==> src/rtl/c8eu_pkg.sv <==
// ----------------------------------------------------------------------------
// c8eu_pkg
// Shared operation codes, widths, reset values and interface structs of the
// CHIP-8 execute unit.
// ----------------------------------------------------------------------------
package c8eu_pkg;

    localparam int FUNC_W  = 5;
    localparam int GPR_AW  = 4;
    localparam int DATA_W  = 8;
    localparam int ADDR_W  = 12;
    localparam int DEPTH_W = 4;

    localparam int GPR_COUNT         = 16;
    localparam int STACK_DEPTH_DFLT  = 16;

    typedef logic [FUNC_W-1:0]  t_func;
    typedef logic [GPR_AW-1:0]  t_gpr_idx;
    typedef logic [DATA_W-1:0]  t_byte;
    typedef logic [ADDR_W-1:0]  t_addr;
    typedef logic [DEPTH_W-1:0] t_depth;

    localparam t_func FN_RET     = 5'd0;
    localparam t_func FN_JUMP    = 5'd1;
    localparam t_func FN_CALL    = 5'd2;
    localparam t_func FN_SKEQ_I  = 5'd3;
    localparam t_func FN_SKNE_I  = 5'd4;
    localparam t_func FN_SKEQ_R  = 5'd5;
    localparam t_func FN_LOAD    = 5'd6;
    localparam t_func FN_ADDI    = 5'd7;
    localparam t_func FN_MOVE    = 5'd8;
    localparam t_func FN_OR      = 5'd9;
    localparam t_func FN_AND     = 5'd10;
    localparam t_func FN_XOR     = 5'd11;
    localparam t_func FN_ADDC    = 5'd12;
    localparam t_func FN_SUB     = 5'd13;
    localparam t_func FN_SHR     = 5'd14;
    localparam t_func FN_SHL     = 5'd15;
    localparam t_func FN_SKNE_R  = 5'd16;
    localparam t_func FN_LDI     = 5'd17;
    localparam t_func FN_JUMPV0  = 5'd18;

    localparam t_gpr_idx GPR_V0 = 4'h0;
    localparam t_gpr_idx GPR_VF = 4'hF;

    localparam t_addr PC_RESET  = 12'h200;
    localparam t_addr PC_SKIP   = 12'd2;

    // Register file write request, with the separate flag write to VF.
    typedef struct packed {
        logic     we;
        t_gpr_idx addr;
        t_byte    data;
        logic     flag_we;
        t_byte    flag;
    } t_gpr_wr;

    // Return stack command.
    typedef struct packed {
        logic push;
        logic pop;
    } t_stk_cmd;

endpackage

==> src/rtl/c8eu_gpr.sv <==
// ----------------------------------------------------------------------------
// c8eu_gpr
// General purpose register file V0..VF with operand read at item transfer.
// ----------------------------------------------------------------------------
module c8eu_gpr (
    input  logic               i_clk,
    input  logic               i_rst_n,
    input  logic               i_rd_en,
    input  c8eu_pkg::t_gpr_idx i_rd_x,
    input  c8eu_pkg::t_gpr_idx i_rd_y,
    input  c8eu_pkg::t_gpr_idx i_ex_x,
    input  c8eu_pkg::t_gpr_idx i_ex_y,
    input  c8eu_pkg::t_gpr_wr  i_wr,
    output c8eu_pkg::t_byte    o_vx,
    output c8eu_pkg::t_byte    o_vy,
    output c8eu_pkg::t_byte    o_v0,
    output c8eu_pkg::t_byte    o_vf
);
    import c8eu_pkg::*;

    t_byte                 mem [GPR_COUNT];
    logic [GPR_COUNT-1:0]  r_valid;
    t_byte                 r_rd_x;
    t_byte                 r_rd_y;
    t_byte                 r_v0;
    t_byte                 r_vf;

    // Operands are read when the item enters the input register. A write from
    // the item retiring in the same cycle is forwarded. V0 and VF live in
    // their own flops, so later flag writes need no forwarding path.
    always_ff @(posedge i_clk) begin
        if (i_wr.we) begin
            mem[i_wr.addr] <= i_wr.data;
        end
        if (i_rd_en) begin
            if (i_wr.we && i_wr.addr == i_rd_x) begin
                r_rd_x <= i_wr.data;
            end else begin
                r_rd_x <= r_valid[i_rd_x] ? mem[i_rd_x] : '0;
            end
            if (i_wr.we && i_wr.addr == i_rd_y) begin
                r_rd_y <= i_wr.data;
            end else begin
                r_rd_y <= r_valid[i_rd_y] ? mem[i_rd_y] : '0;
            end
        end
    end

    always_ff @(posedge i_clk) begin
        if (!i_rst_n) begin
            r_valid <= '0;
            r_v0    <= '0;
            r_vf    <= '0;
        end else begin
            if (i_wr.we) begin
                r_valid[i_wr.addr] <= 1'b1;
            end
            if (i_wr.we && i_wr.addr == GPR_V0) begin
                r_v0 <= i_wr.data;
            end
            if (i_wr.flag_we) begin
                r_vf <= i_wr.flag;
            end else if (i_wr.we && i_wr.addr == GPR_VF) begin
                r_vf <= i_wr.data;
            end
        end
    end

    assign o_vx = (i_ex_x == GPR_V0) ? r_v0 : ((i_ex_x == GPR_VF) ? r_vf : r_rd_x);
    assign o_vy = (i_ex_y == GPR_V0) ? r_v0 : ((i_ex_y == GPR_VF) ? r_vf : r_rd_y);
    assign o_v0 = r_v0;
    assign o_vf = r_vf;

endmodule

==> src/rtl/c8eu_stack.sv <==
// ----------------------------------------------------------------------------
// c8eu_stack
// Return address stack with wrapping pointer and a registered top entry.
// ----------------------------------------------------------------------------
module c8eu_stack #(
    parameter int STACK_DEPTH = c8eu_pkg::STACK_DEPTH_DFLT
) (
    input  logic               i_clk,
    input  logic               i_rst_n,
    input  c8eu_pkg::t_stk_cmd i_cmd,
    input  c8eu_pkg::t_addr    i_push_data,
    output c8eu_pkg::t_addr    o_top,
    output c8eu_pkg::t_depth   o_depth_next
);
    import c8eu_pkg::*;

    localparam int SpW = $clog2(STACK_DEPTH);

    t_addr          mem [STACK_DEPTH];
    logic [SpW-1:0] r_sp;
    logic [SpW-1:0] n_sp;
    t_addr          r_top;
    logic [SpW+3:0] sp_ext;

    always_comb begin
        n_sp = r_sp;
        if (i_cmd.push) begin
            n_sp = (r_sp == SpW'(STACK_DEPTH - 1)) ? '0 : r_sp + SpW'(1);
        end else if (i_cmd.pop) begin
            n_sp = (r_sp == '0) ? SpW'(STACK_DEPTH - 1) : r_sp - SpW'(1);
        end
    end

    // The top register always mirrors the entry under the pointer; a push
    // bypasses the memory so the new entry is visible at once.
    always_ff @(posedge i_clk) begin
        if (i_cmd.push) begin
            mem[n_sp] <= i_push_data;
            r_top     <= i_push_data;
        end else begin
            r_top     <= mem[n_sp];
        end
    end

    always_ff @(posedge i_clk) begin
        if (!i_rst_n) begin
            r_sp <= '0;
        end else begin
            r_sp <= n_sp;
        end
    end

    assign sp_ext       = {4'b0000, n_sp};
    assign o_depth_next = sp_ext[DEPTH_W-1:0];
    assign o_top        = r_top;

endmodule

==> src/rtl/c8eu_alu.sv <==
// ----------------------------------------------------------------------------
// c8eu_alu
// Operation decoder and 8-bit ALU; computes the next architectural state.
// ----------------------------------------------------------------------------
module c8eu_alu (
    input  c8eu_pkg::t_func    i_func,
    input  c8eu_pkg::t_gpr_idx i_x,
    input  c8eu_pkg::t_byte    i_imm,
    input  c8eu_pkg::t_addr    i_addr,
    input  c8eu_pkg::t_byte    i_vx,
    input  c8eu_pkg::t_byte    i_vy,
    input  c8eu_pkg::t_byte    i_v0,
    input  c8eu_pkg::t_byte    i_vf,
    input  c8eu_pkg::t_addr    i_pc,
    input  c8eu_pkg::t_addr    i_index,
    input  c8eu_pkg::t_addr    i_stack_top,
    output c8eu_pkg::t_addr    o_pc,
    output c8eu_pkg::t_addr    o_index,
    output c8eu_pkg::t_gpr_wr  o_wr,
    output c8eu_pkg::t_stk_cmd o_stk,
    output c8eu_pkg::t_byte    o_vx,
    output c8eu_pkg::t_byte    o_vf
);
    import c8eu_pkg::*;

    logic [DATA_W:0] sum9;
    t_addr           pc_skip;

    assign sum9    = {1'b0, i_vx} + {1'b0, i_vy};
    assign pc_skip = i_pc + PC_SKIP;

    always_comb begin
        o_pc    = i_pc;
        o_index = i_index;
        o_wr    = '0;
        o_stk   = '0;
        o_wr.addr = i_x;
        unique case (i_func)
            FN_RET: begin
                o_pc      = i_stack_top;
                o_stk.pop = 1'b1;
            end
            FN_JUMP:   o_pc = i_addr;
            FN_CALL: begin
                o_pc       = i_addr;
                o_stk.push = 1'b1;
            end
            FN_SKEQ_I: o_pc = (i_vx == i_imm) ? pc_skip : i_pc;
            FN_SKNE_I: o_pc = (i_vx != i_imm) ? pc_skip : i_pc;
            FN_SKEQ_R: o_pc = (i_vx == i_vy)  ? pc_skip : i_pc;
            FN_SKNE_R: o_pc = (i_vx != i_vy)  ? pc_skip : i_pc;
            FN_LOAD: begin
                o_wr.we   = 1'b1;
                o_wr.data = i_imm;
            end
            FN_ADDI: begin
                o_wr.we   = 1'b1;
                o_wr.data = i_vx + i_imm;
            end
            FN_MOVE: begin
                o_wr.we   = 1'b1;
                o_wr.data = i_vy;
            end
            FN_OR: begin
                o_wr.we   = 1'b1;
                o_wr.data = i_vx | i_vy;
            end
            FN_AND: begin
                o_wr.we   = 1'b1;
                o_wr.data = i_vx & i_vy;
            end
            FN_XOR: begin
                o_wr.we   = 1'b1;
                o_wr.data = i_vx ^ i_vy;
            end
            FN_ADDC: begin
                o_wr.we      = 1'b1;
                o_wr.data    = sum9[DATA_W-1:0];
                o_wr.flag_we = 1'b1;
                o_wr.flag    = {7'b0000000, sum9[DATA_W]};
            end
            FN_SUB: begin
                o_wr.we      = 1'b1;
                o_wr.data    = i_vx - i_vy;
                o_wr.flag_we = 1'b1;
                o_wr.flag    = {7'b0000000, (i_vx >= i_vy)};
            end
            FN_SHR: begin
                o_wr.we      = 1'b1;
                o_wr.data    = {1'b0, i_vx[DATA_W-1:1]};
                o_wr.flag_we = 1'b1;
                o_wr.flag    = {7'b0000000, i_vx[0]};
            end
            FN_SHL: begin
                o_wr.we      = 1'b1;
                o_wr.data    = {i_vx[DATA_W-2:0], 1'b0};
                o_wr.flag_we = 1'b1;
                o_wr.flag    = {7'b0000000, i_vx[DATA_W-1]};
            end
            FN_LDI:    o_index = i_addr;
            FN_JUMPV0: o_pc = i_addr + {4'b0000, i_v0};
            default: begin
                // Unused codes leave all state as it is.
            end
        endcase
    end

    // The flag lands after the result, so it wins when x names VF.
    always_comb begin
        if (o_wr.flag_we && i_x == GPR_VF) begin
            o_vx = o_wr.flag;
        end else if (o_wr.we) begin
            o_vx = o_wr.data;
        end else begin
            o_vx = i_vx;
        end
        if (o_wr.flag_we) begin
            o_vf = o_wr.flag;
        end else if (o_wr.we && i_x == GPR_VF) begin
            o_vf = o_wr.data;
        end else begin
            o_vf = i_vf;
        end
    end

endmodule

==> src/rtl/chip8_execute_unit_core.sv <==
// ----------------------------------------------------------------------------
// chip8_execute_unit_core
// Executes one decoded CHIP-8 operation per transfer and reports the state.
// ----------------------------------------------------------------------------
//
//  Channel | Direction | Handshake                 | Payload
//  --------+-----------+---------------------------+------------------------------
//  in      | input     | i_in_valid / o_in_ready   | func, reg_x, reg_y, imm_byte,
//          |           |                           | target_addr
//  out     | output    | o_out_valid / i_out_ready | pc_now, index_now, vx_now,
//          |           |                           | flag_now, depth_now
//
// One operation is accepted per clock cycle when the result side keeps up.
// The path is an input register, then one pass through the
// register file read, the 8-bit ALU and write-back into the result register.
// Reset is synchronous and active low; it clears the registers V0..VF through
// per-entry valid bits, sets the PC to 0x200 and needs no clearing pass.
// A stalled result holds the pipeline; the input register still takes an
// operation while the result register is full and the input register empty.
//
module chip8_execute_unit_core #(
    parameter int STACK_DEPTH = c8eu_pkg::STACK_DEPTH_DFLT
) (
    input  logic               i_clk,
    input  logic               i_rst_n,
    input  logic               i_in_valid,
    output logic               o_in_ready,
    input  c8eu_pkg::t_func    i_func,
    input  c8eu_pkg::t_gpr_idx i_reg_x,
    input  c8eu_pkg::t_gpr_idx i_reg_y,
    input  c8eu_pkg::t_byte    i_imm_byte,
    input  c8eu_pkg::t_addr    i_target_addr,
    output logic               o_out_valid,
    input  logic               i_out_ready,
    output c8eu_pkg::t_addr    o_pc_now,
    output c8eu_pkg::t_addr    o_index_now,
    output c8eu_pkg::t_byte    o_vx_now,
    output c8eu_pkg::t_byte    o_flag_now,
    output c8eu_pkg::t_depth   o_depth_now
);
    import c8eu_pkg::*;

    // Input register.
    logic     r_in_valid;
    t_func    r_func;
    t_gpr_idx r_reg_x;
    t_gpr_idx r_reg_y;
    t_byte    r_imm_byte;
    t_addr    r_target_addr;

    // Architectural PC and index register.
    logic [ADDR_W-1:0] r_pc;
    logic [ADDR_W-1:0] r_index;

    // Result register.
    logic   r_out_valid;
    t_addr  r_pc_now;
    t_addr  r_index_now;
    t_byte  r_vx_now;
    t_byte  r_flag_now;
    t_depth r_depth_now;

    logic     in_xfer;
    logic     ex_fire;

    t_byte    vx;
    t_byte    vy;
    t_byte    v0;
    t_byte    vf;
    t_addr    stack_top;
    t_depth   depth_next;

    t_addr    n_pc;
    t_addr    n_index;
    t_gpr_wr  alu_wr;
    t_gpr_wr  gpr_wr;
    t_stk_cmd alu_stk;
    t_stk_cmd stk_cmd;
    t_byte    n_vx;
    t_byte    n_vf;

    // The execute pass retires the held operation whenever the result
    // register is free or being drained in this cycle.
    assign ex_fire    = r_in_valid && (!r_out_valid || i_out_ready);
    assign o_in_ready = !r_in_valid || ex_fire;
    assign in_xfer    = i_in_valid && o_in_ready;

    // State is only committed by the retiring operation.
    assign gpr_wr  = ex_fire ? alu_wr  : '0;
    assign stk_cmd = ex_fire ? alu_stk : '0;

    always_ff @(posedge i_clk) begin
        if (!i_rst_n) begin
            r_in_valid <= 1'b0;
        end else if (o_in_ready) begin
            r_in_valid <= i_in_valid;
        end
    end

    always_ff @(posedge i_clk) begin
        if (in_xfer) begin
            r_func        <= i_func;
            r_reg_x       <= i_reg_x;
            r_reg_y       <= i_reg_y;
            r_imm_byte    <= i_imm_byte;
            r_target_addr <= i_target_addr;
        end
    end

    // Operands are fetched as the operation enters the input register.
    c8eu_gpr u_gpr (
        .i_clk   (i_clk),
        .i_rst_n (i_rst_n),
        .i_rd_en (in_xfer),
        .i_rd_x  (i_reg_x),
        .i_rd_y  (i_reg_y),
        .i_ex_x  (r_reg_x),
        .i_ex_y  (r_reg_y),
        .i_wr    (gpr_wr),
        .o_vx    (vx),
        .o_vy    (vy),
        .o_v0    (v0),
        .o_vf    (vf)
    );

    c8eu_stack #(
        .STACK_DEPTH (STACK_DEPTH)
    ) u_stack (
        .i_clk        (i_clk),
        .i_rst_n      (i_rst_n),
        .i_cmd        (stk_cmd),
        .i_push_data  (r_pc),
        .o_top        (stack_top),
        .o_depth_next (depth_next)
    );

    c8eu_alu u_alu (
        .i_func      (r_func),
        .i_x         (r_reg_x),
        .i_imm       (r_imm_byte),
        .i_addr      (r_target_addr),
        .i_vx        (vx),
        .i_vy        (vy),
        .i_v0        (v0),
        .i_vf        (vf),
        .i_pc        (r_pc),
        .i_index     (r_index),
        .i_stack_top (stack_top),
        .o_pc        (n_pc),
        .o_index     (n_index),
        .o_wr        (alu_wr),
        .o_stk       (alu_stk),
        .o_vx        (n_vx),
        .o_vf        (n_vf)
    );

    always_ff @(posedge i_clk) begin
        if (!i_rst_n) begin
            r_pc    <= PC_RESET;
            r_index <= '0;
        end else if (ex_fire) begin
            r_pc    <= n_pc;
            r_index <= n_index;
        end
    end

    always_ff @(posedge i_clk) begin
        if (!i_rst_n) begin
            r_out_valid <= 1'b0;
        end else if (ex_fire) begin
            r_out_valid <= 1'b1;
        end else if (i_out_ready) begin
            r_out_valid <= 1'b0;
        end
    end

    always_ff @(posedge i_clk) begin
        if (ex_fire) begin
            r_pc_now    <= n_pc;
            r_index_now <= n_index;
            r_vx_now    <= n_vx;
            r_flag_now  <= n_vf;
            r_depth_now <= depth_next;
        end
    end

    assign o_out_valid = r_out_valid;
    assign o_pc_now    = r_pc_now;
    assign o_index_now = r_index_now;
    assign o_vx_now    = r_vx_now;
    assign o_flag_now  = r_flag_now;
    assign o_depth_now = r_depth_now;

    // A retiring operation always produces a result in the next cycle.
    a_fire_to_result: assert property (@(posedge i_clk) disable iff (!i_rst_n)
        ex_fire |=> o_out_valid)
        else $error("retired operation produced no result");

    // A held operation is never dropped while the result side stalls.
    a_hold_input: assert property (@(posedge i_clk) disable iff (!i_rst_n)
        (r_in_valid && !ex_fire) |=> r_in_valid)
        else $error("held operation lost");

    // Load index shows its address in the reported index register.
    a_ldi_index: assert property (@(posedge i_clk) disable iff (!i_rst_n)
        (ex_fire && r_func == FN_LDI) |=> (o_index_now == $past(r_target_addr)))
        else $error("load index result mismatch");

    // Stack pointer only moves on call and return.
    a_depth_stable: assert property (@(posedge i_clk) disable iff (!i_rst_n)
        (ex_fire && r_out_valid && r_func != FN_CALL && r_func != FN_RET)
        |=> (o_depth_now == $past(o_depth_now)))
        else $error("stack pointer moved on a non-stack operation");

endmodule
==> config.mk <==
export PLATFORM = sky130hd
export DESIGN_NAME = chip8_execute_unit_core
export DESIGN_NICKNAME = d
export VERILOG_FILES = /design/src/rtl/c8eu_pkg.sv /design/src/rtl/c8eu_gpr.sv /design/src/rtl/c8eu_stack.sv /design/src/rtl/c8eu_alu.sv /design/src/rtl/chip8_execute_unit_core.sv
export SDC_FILE = /design/constraint.sdc
export NUM_CORES = 1
export LEC_CHECK = 0
export BUFFER_PORTS_ARGS = -buffer_cell sky130_fd_sc_hd__buf_2
export CORE_MARGIN = 10
export CORE_UTILIZATION = 40
export CTS_CLUSTER_SIZE = 20
export DETAILED_ROUTE_END_ITERATION = 8
export GPL_TIMING_DRIVEN = 0
export RECOVER_POWER = 25
export SETUP_SLACK_MARGIN = 0.1
export SLEW_MARGIN = 0
export SYNTH_ARGS = -nofsm -noshare
export SYNTH_HDL_FRONTEND = slang
export SYNTH_HIERARCHICAL = 1
export SYNTH_SLANG_ARGS = --single-unit
==> constraint.sdc <==
create_clock -name i_clk -period 12.25 [get_ports i_clk]
set_clock_uncertainty 0.2 [all_clocks]
set_input_delay 3.675 -clock i_clk [delete_from_list [all_inputs] [get_ports i_clk]]
set_output_delay 3.675 -clock i_clk [all_outputs]
set_load 0.02 [all_outputs]
# Yosys cells after proc, flatten, opt, wreduce, memory -nomap -nowiden

Memory sizes are Yosys's and may differ from the RTL's. A register that Yosys moved wholly into a read port is not among the register bits.
Cells that the tools add are included.
W data, S select, Z words.

Register bits after elaboration: 155
RAM bits: 320
Output and inout bits: 46
Logic and storage cells: 131
Memories: 2

$add $sub $neg: 7
$lt $le $gt $ge: 5
Eq/ne operators: 28
Multiplexer cells: 43
Bitwise logic cells: 4
Reduce and logical (&&, ||, !) cells: 22

Memory list:

| name        | words | bits a word | rd ports | clocked after Yosys merged registers in | write ports | RTL line         | source |
|---|---|---|---|---|---|---|---|
| u_stack.mem | 16    | 12          | 1        | 1                                       | 1           | c8eu_stack.sv:19 | `t_addr mem [STACK_DEPTH];` |
| u_gpr.mem   | 16    | 8           | 2        | 0                                       | 1           | c8eu_gpr.sv:21   | `t_byte mem [GPR_COUNT];` |

Operators with widths:

| kind                    | count |
|---|---|
| $mux W8                 | 14 |
| $pmux W12 S7            | 1 |
| $pmux W8 S10            | 1 |
| $mux W12                | 5 |
| $eq A5 B4 Y1 const B    | 8 |
| $pmux W9 S4             | 1 |
| $mux W22                | 1 |
| $eq A5 B3 Y1 const B    | 4 |
| $eq A4 B4 Y1 const B    | 4 |
| $eq A8 B8 Y1            | 2 |
| $logic_not A4 Y1        | 4 |
| $mux W4                 | 4 |
| $ne A8 B8 Y1            | 2 |
| $or A16 B16 Y16         | 1 |
| $eq A5 B5 Y1 const B    | 3 |
| $lt A4 B5 Y1 const B    | 3 |
| $add A12 B2 Y12 const B | 1 |
| $add A12 B8 Y12         | 1 |
| $mux W1                 | 12 |
| $eq A5 B2 Y1 const B    | 2 |
| $reduce_or A10 Y1       | 1 |
| $add A8 B8 Y9           | 1 |
| $logic_and A1 B1 Y1     | 9 |
| $add A8 B8 Y8           | 1 |
| other kinds (18)        | 23 |

# Logic depth before layout (Yosys ltp)

Depth in word-level cells: 11
Depth in mapped cells: 17

# Cells and area by module

Netlist, hierarchy kept.

Modules (own cells, without submodules):

| module                  | instances | cells an instance | area an instance (um^2) |
|---|---|---|---|
| c8eu_gpr                | 1         | 539               | 8451.9 |
| c8eu_stack              | 1         | 373               | 7862.5 |
| chip8_execute_unit_core | 1         | 217               | 3533.4 |
| c8eu_alu                | 1         | 500               | 3477.1 |

# Worst setup path after synthesis

OpenSTA, ideal clock, no wires.

Path kind: input to output
From: in i_out_ready
To: out o_in_ready
Arrival time: 4.001 ns
Slack: 4.374 ns
Stages: 2
Buffers on the path: 0
Cell sequence: nor2b_4 nand2_1

Longest elaborated chain between the ends: 3

Ends and longest elaborated chain:

| item                | RTL line                      | source |
|---|---|---|
| from (decl)         | chip8_execute_unit_core.sv:34 | `input logic i_out_ready,` |
| $logic_or A1 B1 Y1  | chip8_execute_unit_core.sv:84 | `assign ex_fire = r_in_valid && (!r_out_valid \|\| i_out_ready);` |
| $logic_and A1 B1 Y1 | chip8_execute_unit_core.sv:84 |  |
| $logic_or A1 B1 Y1  | chip8_execute_unit_core.sv:85 | `assign o_in_ready = !r_in_valid \|\| ex_fire;` |
| to (decl)           | chip8_execute_unit_core.sv:27 | `output logic o_in_ready,` |

Every way passes these cells.

# Worst setup path after layout

Ends and elaborated chain as after synthesis.

==> flow_summary.ini <==
[setup_path]
critical_path.max_fanout = 6
cp_top_family = simple AND/OR/NAND/NOR gates
slowest_stage = nor2b_4
cp_common_cell = buf_2
worstSetupPathType = in -> out
reg2reg_depth = 18
critPathLaunch = i_out_ready
worstSetupPathDepth = 4
timing.critical_path.buf_inv = 2
worstSetupStartpointType = input pin
worstPathRequired_ns = 8.38
r2r_setup_slack_ns = 6.42
worstReg2RegEnd = u_gpr/o_vf[5]$_SDFFE_PN0P_
crit_chain = buf_2 > nor2b_4 > nand2_1 > buf_2
critical_path.endpoint = o_in_ready
cp-end-kind = output pin
worstReg2RegStart = r_reg_x[0]$_DFFE_PP_
cpPeakStageDelay_ns = 0.21
crit_arrival_ns = 4.27

[sta]
setup_ws_ns = 4.11
maxSlewViolCount = 0
hold_viol_final = 0
worst-slew-pin-transition_ns = 1.38
clock.fmax_mhz = 123
finalSetupViolations = 0
tns_ns = 0
relSlewSlack = 0.0685
timing.final.crit_share = 0.665
rsz0062_at_grt = false
period_minus_slack_ns = 8.14

[route]
vias_per_cell = 5.85
drc = 0
first_pass_iters = 6
drtIter0Drc = 1532
antenna_left = 0
wl_um = 66100
vias = 15200
avgRoutedWirePerCell_um = 25.4

[cts]
clk_pin_slew_worst_paths_ns = 0.06
clock_path_buffers = 3
hold_buffers = 0
cts_root_buffer = clkbuf_16
postCtsSetupBuffers = 0
cts_htree_levels = 2
clk_latency_ns = 0.63
cts_made_buffers = 51
tritoncts = built
cts_num_sinks = 479
post_cts_resized = 0

[floorplan]
die_area_um2 = 68400
ios = 83
rows = 88
die_h_um = 261
start_util = 0.404
core_region_area_um2 = 57700
die_w_um = 261

[synth]
yosys_register_bits = 479
synth_top_family_by_area = multiplexers
synth.area.mux_share = 0.155
synth_ff_type = edfxtp_1
yosys.area_share.simple = 0.0818
synth_enable_flop_cells = 413
synth-compound-area-share = 0.103
yosysWarnings = 6
avgSynthCellArea_um2 = 14.3
yosysSeqAreaShare = 0.588
synthAdderAreaFrac = 0.0260
async_flop_share = 0
netlist_instances = 1629
synth_xor_area_frac = 0.0131
synth.distinct_cells = 90
synthesis.area_um2 = 23300

[placement]
gp_congestion = 0.921
dpl.hpwl_um = 47100
io_buffers = 82
dpl.cell_count = 2501
dp_worst_setup_slack_ns = 4.08

[run]
drv_cap = 0

[power_and_ir_drop]
power.internal_w = 0.00275
seq_power_share = 0.502
p_total_w = 0.00361
p_per_area_nw_per_um2 = 135
p_sw_frac = 0.239
p_leak_nw = 9.53
pwr-share-comb = 0.083
vdd_ir_drop_max_uv = 98.6
p_switching_w = 0.000862
clkPwrFrac = 0.415

[layout]
layout-drive-gt1-share = 0.217
fin_cells = 2600
fin_nets = 1874
fin_util = 0.462
area_delta_synth_final_pct = 14.4
nFillCells = 5148

[status]
status = completed

[grt]
antenna_found_initial = 3
grt_max_degree = 54
groute.usage.overall = 0.191
grt_first_pass_wirelength_um = 97900
grt_pass1_vias = 15000
grt_overflow_total = 0

[worst_hold_path]
holdCritPathClass = reg -> reg
[worst reg2reg max path, cell delays in order, from the launching register on]
cell,delay [ns]
edfxtp_1,0.43
nor4_1,0.55
buf_2,0.30
clkbuf_1,0.39
nand2_1,0.09
o21ai_0,0.31
clkbuf_2,0.32
inv_1,0.06
ha_1,0.29
clkbuf_1,0.30
nor4_1,0.10
a211oi_1,0.38
xnor2_1,0.21
o221ai_1,0.19
a221oi_1,0.59
inv_1,0.08
and2_1,0.39
mux2_2,0.38
o211a_1,0.20
[routing by layer]
layer / share of wire / global-route usage
met1: 0.41 / 0.253
met4: 0.035 / 0.0655
met2: 0.49 / 0.316
met5: 0 / 0
met3: 0.069 / 0.0303
[registers in the layout, indices dropped and copies added (netlist names), 12 cells and up, named ones only]
| name | count |
|---|---|
| r_target_addr | 12 |
| r_index | 12 |
| o_index_now | 12 |
| r_pc | 12 |
| u_gpr/mem | 128 |
| u_gpr/r_valid | 16 |
| o_pc_now | 12 |
| u_stack/mem | 192 |
[cell usage after synthesis, types with 18 or more instances]
cell      instances  area share
a21oi_1          55       0.012
a22o_1           34       0.013
a22oi_1          32       0.010
and2_1           38       0.010
buf_2            30      0.0064
clkbuf_1         39      0.0063
dfxtp_1          66       0.057
edfxtp_1        413        0.53
ha_1             42       0.023
inv_1            39      0.0063
mux2_2           25       0.012
mux2i_1          53       0.023
mux4_1           18       0.020
mux4_2          103       0.099
nand2_1         141       0.023
nand2b_1         18      0.0048
nand3_1          34      0.0073
nor2_1           73       0.012
o21a_1           19      0.0061
o21ai_0          53       0.011
o31ai_1          22      0.0071
xnor2_1          18      0.0068
[stage by stage]
stage               hold WS, ns  area [µm²]
finish                    0.260       26700
global route              0.285       26700
CTS                       0.261       26700
detailed placement        0.253       25000
global placement          0.239       24700
floorplan                 0.231       23300
[cell usage in the layout (no fill, tap or decap), drive strengths merged, types with 42 or more instances in the layout]
cell,count
dfxtp,66
nand2,142
clkbuf,124
o21ai,55
nor2,77
buf,159
mux2i,53
a21oi,56
mux4,121
ha,42
inv,44
edfxtp,413
[power by group through the flow]
stage	Combinational, W	Clock [W]	Sequential, W
2_1_floorplan	0.000189	0	0.00184
3_3_place_gp	0.000293	0	0.00185
3_5_place_dp	0.000297	0	0.00185
4_1_cts	0.000298	0.00153	0.00181
5_1_grt	0.000321	0.00160	0.00181
6_report	0.000299	0.00150	0.00181
[kinds of logic after synthesis]
kind of cell / after synthesis
compound gates: 332
buf+inv: 146
fa+ha+maj: 46
mux: 200
other cells: 1
xor+xnor: 35
simple gates: 390
flops: 479
[worst min path at each step]
stage                             startpoint                       end  slack [ns]  cells past startpoint
global route         r_index[4]$_SDFFE_PN0P_   r_index[4]$_SDFFE_PN0P_        0.29                      2
detailed placement  r_index[10]$_SDFFE_PN0P_  r_index[10]$_SDFFE_PN0P_        0.25                      2
global placement     r_index[6]$_SDFFE_PN0P_   r_index[6]$_SDFFE_PN0P_        0.24                      2
floorplan            r_index[0]$_SDFFE_PN0P_   r_index[0]$_SDFFE_PN0P_        0.23                      2
CTS                 r_index[10]$_SDFFE_PN0P_  r_index[10]$_SDFFE_PN0P_        0.26                      2
finish              r_index[10]$_SDFFE_PN0P_  r_index[10]$_SDFFE_PN0P_        0.26                      2
[cell type report]
type	count	area, µm²	share of cell area
timing repair buffer	103	617	0.0231
inverter	42	159	0.00596
buffer	104	606	0.0227
clock buffer	76	1450	0.0544
clock inverter	20	186	0.00699
antenna	1	2.50	0.0000938
multi-input combinational	1010	8970	0.336
tap	765	957	0.0359
sequential	479	13700	0.514
Note: power is estimated with default switching activity, not from simulation.
